==> src/design/wclt_pkg.sv <==
// Shared types, constants and control structs of the channel level tracker.
package wclt_pkg;

  localparam int CHANNELS = 13;
  localparam int IDX_W    = (CHANNELS > 1) ? $clog2(CHANNELS) : 1;

  typedef enum logic [1:0] {
    CMD_SAMPLE = 2'd0,
    CMD_TICK   = 2'd1,
    CMD_START  = 2'd2,
    CMD_STOP   = 2'd3
  } cmd_t;

  typedef logic signed [23:0] sum_t;
  typedef logic        [15:0] count_t;
  typedef logic signed [15:0] level_t;

  localparam level_t LEVEL_FLOOR = -16'sd29440;
  localparam count_t COUNT_MAX   = 16'hFFFF;

  // serial divider: quotient is offset by 2**17 so the dividend is never negative
  localparam int DIV_STEPS = 18;
  localparam int STEP_W    = $clog2(DIV_STEPS);

  // dwell decay: floor(x / 5) as (x * ceil(2**22 / 5)) >> 22 with x = 4*L + 5*2**17,
  // exact for x < 2**22
  localparam logic [19:0] DWELL_OFS   = 20'd655360;
  localparam logic [19:0] DWELL_RECIP = 20'd838861;
  localparam int          DWELL_SHIFT = 22;

  localparam logic signed [17:0] DWELL_DROP = 18'sd5888;
  localparam logic signed [17:0] IDLE_DROP  = 18'sd128;

  // intensity: floor(t / 70) as (t * ceil(2**22 / 70)) >> 22, exact for t < 2**16
  localparam logic [15:0] INT_RECIP = 16'd59919;
  localparam int          INT_SHIFT = 22;

  typedef enum logic [1:0] {
    MODE_AVG,
    MODE_DWELL,
    MODE_HOLD
  } mode_t;

  typedef enum logic [2:0] {
    ST_IDLE,
    ST_LOAD,
    ST_PREP,
    ST_DIV,
    ST_FIN,
    ST_EMIT
  } state_t;

  typedef struct packed {
    logic sample;
    logic start;
    logic stop;
    logic tick;
    logic load;
    logic prep;
    logic step;
    logic fin;
    logic emit;
    logic advance;
  } ctl_cmd_t;

  typedef struct packed {
    logic active;
    logic is_last;
    logic skip_div;
    logic div_done;
    logic out_free;
  } ctl_sts_t;

endpackage

==> src/design/wclt_ctrl.sv <==
// Tracker controller: command decode and the per-channel frame walk sequence.
module wclt_ctrl (
  input  logic               clk,
  input  logic               rst,
  input  logic               item_valid,
  output logic               item_ready,
  input  wclt_pkg::cmd_t     op,
  input  wclt_pkg::ctl_sts_t sts,
  output wclt_pkg::ctl_cmd_t ctl
);
  import wclt_pkg::*;

  state_t state;
  state_t state_next;
  logic   take;

  assign take = item_valid && (state == ST_IDLE);

  always_ff @(posedge clk) begin
    if (rst) begin
      state <= ST_IDLE;
    end else begin
      state <= state_next;
    end
  end

  always_comb begin
    state_next = state;
    case (state)
      ST_IDLE: begin
        if (take && (op == CMD_TICK) && sts.active) begin
          state_next = ST_LOAD;
        end
      end
      ST_LOAD: state_next = ST_PREP;
      ST_PREP: state_next = sts.skip_div ? ST_FIN : ST_DIV;
      ST_DIV: begin
        if (sts.div_done) begin
          state_next = ST_FIN;
        end
      end
      ST_FIN: state_next = ST_EMIT;
      ST_EMIT: begin
        if (sts.out_free) begin
          state_next = sts.is_last ? ST_IDLE : ST_LOAD;
        end
      end
      default: state_next = ST_IDLE;
    endcase
  end

  always_comb begin
    ctl        = '0;
    item_ready = 1'b0;
    case (state)
      ST_IDLE: begin
        item_ready = 1'b1;
        ctl.sample = take && (op == CMD_SAMPLE);
        ctl.tick   = take && (op == CMD_TICK) && sts.active;
        ctl.start  = take && (op == CMD_START);
        ctl.stop   = take && (op == CMD_STOP);
      end
      ST_LOAD: ctl.load = 1'b1;
      ST_PREP: ctl.prep = 1'b1;
      ST_DIV:  ctl.step = 1'b1;
      ST_FIN:  ctl.fin  = 1'b1;
      ST_EMIT: begin
        ctl.emit    = sts.out_free;
        ctl.advance = sts.out_free && !sts.is_last;
      end
      default: ctl = '0;
    endcase
  end

endmodule

==> config.mk <==
export PLATFORM = sky130hd
export DESIGN_NAME = wclt_ctrl
export DESIGN_NICKNAME = d
export VERILOG_FILES = /design/src/design/wclt_pkg.sv /design/src/design/wclt_ctrl.sv
export SDC_FILE = /design/constraint.sdc
export NUM_CORES = 1
export LEC_CHECK = 0
export BUFFER_PORTS_ARGS = -buffer_cell sky130_fd_sc_hd__buf_2
export CAP_MARGIN = 20
export CORE_AREA = 3 3 40 42
export DETAILED_ROUTE_END_ITERATION = 12
export DIE_AREA = 0 0 43 45
export SLEW_MARGIN = 20
export SYNTH_ARGS = -nofsm -noshare
export SYNTH_HDL_FRONTEND = slang
export SYNTH_SLANG_ARGS = --single-unit
==> constraint.sdc <==
create_clock -name clk -period 1.4 [get_ports clk]
set_input_delay 0.07 -clock clk [delete_from_list [all_inputs] [get_ports clk]]
set_output_delay 0.07 -clock clk [all_outputs]
set_load 0.05 [all_outputs]
==> qor.csv <==
metric;value;unit
slew margin rel.;83.28;%
H-tree levels;1;
Synth Register Bits;3;
initial antenna violation count;0;
unrepaired setup endpoints after global routing;true;
final core utilization;40.80;%
cell count after synthesis;39;
Final GP Congestion;0.7237;
Setup violations, final;0;
largest register by flop count;state;
Synth Area in XOR/XNOR;0;%
first-pass GRT wire length;1366;um
crit end category;primary output;
Largest register FFs;3;
Area after DPL;449.2;um2
Max Slew Vio Count;0;
CP Launch Type;register;
die area;1935;um2
Syn Area/Cell;7.636;um2
Core ar.;1285;um2
Hold Crit Class;input pin to register;
clock buffer depth;2;
chip width;43;um
register area share after synthesis;20.17;%
Worst-Skew Late Latency;0.23;ns
leakage;0.2410;nW
CP Data Arrival Time;1.32;ns
Die Height;45;um
compound-cell area share of the yosys netlist;13.03;%
fill count;138;
drt pass-1 iters;3;
multiplexer share of the synthesized area;3.782;%
Setup CP Type;register to primary output;
minimum clock period;1.387;ns
Clock Sinks;3;
area leader, netlist;dfxtp_1;
Finished Cell Area;524.3;um2
vias per cell;4.481;
vias in the first global route;328;
measured slew at the worst slew-check pin;0.2525;ns
Synth Flop Type;dfxtp_1;
largest family of logic cells by synthesized area;simple AND/OR/NAND/NOR gates;
DRT antenna net count;0;
CTS tree;built;
# Max-Cap Violations;0;
area delta synth->final;76.05;%
share of the synthesized area in the top cell type;20.17;%
Mapped Nets;49;
Placed Cells;74;
DRT Wirelength;783;um
drt initial violations;2;
I/O pins;21;
clk_skew;0.001067;ns
Regs by FF count;state: 3 flops;
ranking of synthesized cells by area;dfxtp_1, nor3b_1, nor3_1;
Worst EP required;1.33;ns
Synthesis Warnings;0;
hold_buf cts;0;
FF/Latch Area;66.31;um2
P per Cell Area;1143;nW/um2
Worst VDD drop;604.0;uV
Root Buffer;clkbuf_4;
# diodes;0;
Starting Density;23.17;%
Place WS;0.1131;ns
Remaining DRCs;0;
CTS Buf Count;3;
most instantiated cells after synthesis;nor2_1, nand2_1, nor3_1, nor3b_1;
total power;0.0005991;W
std cell rows;13;
Hold Fails Final Rpt;0;
Unique masters post-synth;20;
top-count cell post-synth;nor2_1;
CP Max Fanout;8;
final cell count without fillers;81;
Final #Nets;77;
EDFF count, synth;0;
area of the multi-input gates;252.7;um2
Mapped Area;297.8;um2
total grt overflow;0;
fin crit share;99.04;%
status;finished clean;
Post-synth ARST share;0;%
Port Buffers;20;
Adder-Cell Fraction of Synth Area;0;%
Detail Placement HPWL;641.1;um
largest net degree at the start of global routing;11;
Avg WL per Cell;9.667;um
simple-gate share of the synthesized area;54.20;%
ratio of cells with drive above 1 in the final layout;60.61;%
final setup margin;0.01348;ns
GRT Total Usage;9.326;%
Clock transition at path regs;0.03;ns
Max Clk Rate;721.2;MHz
Vias;363;
## per-stage QoR
| step | hold slack [ns] | setup TNS (ns) |
|---|---|---|
| 2_1_floorplan | 0.1391 | -1.360 |
| 3_3_place_gp | 0.2854 | 0 |
| 3_5_place_dp | 0.2817 | 0 |
| 4_1_cts | 0.02989 | -0.001846 |
| 5_1_grt | 0.04417 | -0.06149 |
| 6_report | 0.04049 | 0 |
## cell families after synthesis
logic type             Yosys count
and+or+nand+nor                 26
AOI/OAI and AO/OA                6
DFF                              3
buffers and inverters            3
muxes                            1
## final timing paths
check,start,endpoint,slack [ns],cells past startpoint
worst max register to register,state[0],state[2],0.31,4
worst min register to register,state[2],state[1],0.54,1
worst min-delay path,rst,state[2],0.04,2
worst max-delay path,state[0],ctl[8],0.01,4
## worst max-delay path: stages, from the launching register on
cell     delay, ns
dfxtp_4       0.37
nor3_4        0.26
nand2_4       0.10
nor3b_4       0.18
buf_6         0.18
## report_power, final
part	internal (W)	leakage, nW	switching, W
sequential	0.000101	0.0261	0.0000300
clock	0.000106	0.0150	0.0000387
combinational	0.000128	0.200	0.000194
total	0.000336	0.241	0.000263
## cell type report
type	count	area share, %
multi-input combinational	33	48.21
timing repair buffer	26	30.55
sequential	3	12.65
clock buffer	4	5.012
tap	15	3.580
## layer usage
layer	wire, um	track usage (%)	up-vias
met5	0	0	-
met4	0	7.229	0
met3	68	3.586	0
met2	369	13.17	13
met1	345	11.33	154
li1	-	-	196
## layout by cell type (no fill, tap or decap)
| cell | count |
|---|---|
| clkbuf_1 | 1 |
| buf_2 | 17 |
| a21oi_1 | 3 |
| nor2_1 | 4 |
| nor3b_2 | 1 |
| nand2_1 | 4 |
| nand4b_1 | 1 |
| nand3b_1 | 1 |
| nor2_2 | 1 |
| buf_4 | 7 |
| nand2_4 | 1 |
| buf_6 | 2 |
| clkbuf_4 | 3 |
| a22oi_1 | 1 |
| nor4_2 | 1 |
| mux2_1 | 1 |
| or2b_1 | 1 |
| dfxtp_4 | 1 |
| nor3b_1 | 3 |
| nor3b_4 | 1 |
| nor3_4 | 2 |
| nand2b_1 | 2 |
| o31a_1 | 1 |
| nor3_1 | 2 |
| o21a_1 | 1 |
| nor3_2 | 1 |
| dfxtp_2 | 2 |
## what timing repair did
action	4_1_cts	5_1_grt
buffers inserted	0	3
gates resized for setup	6	5
setup endpoints to repair	6	4
pin swaps	1	2
Note: power is estimated with default switching activity, not from simulation.
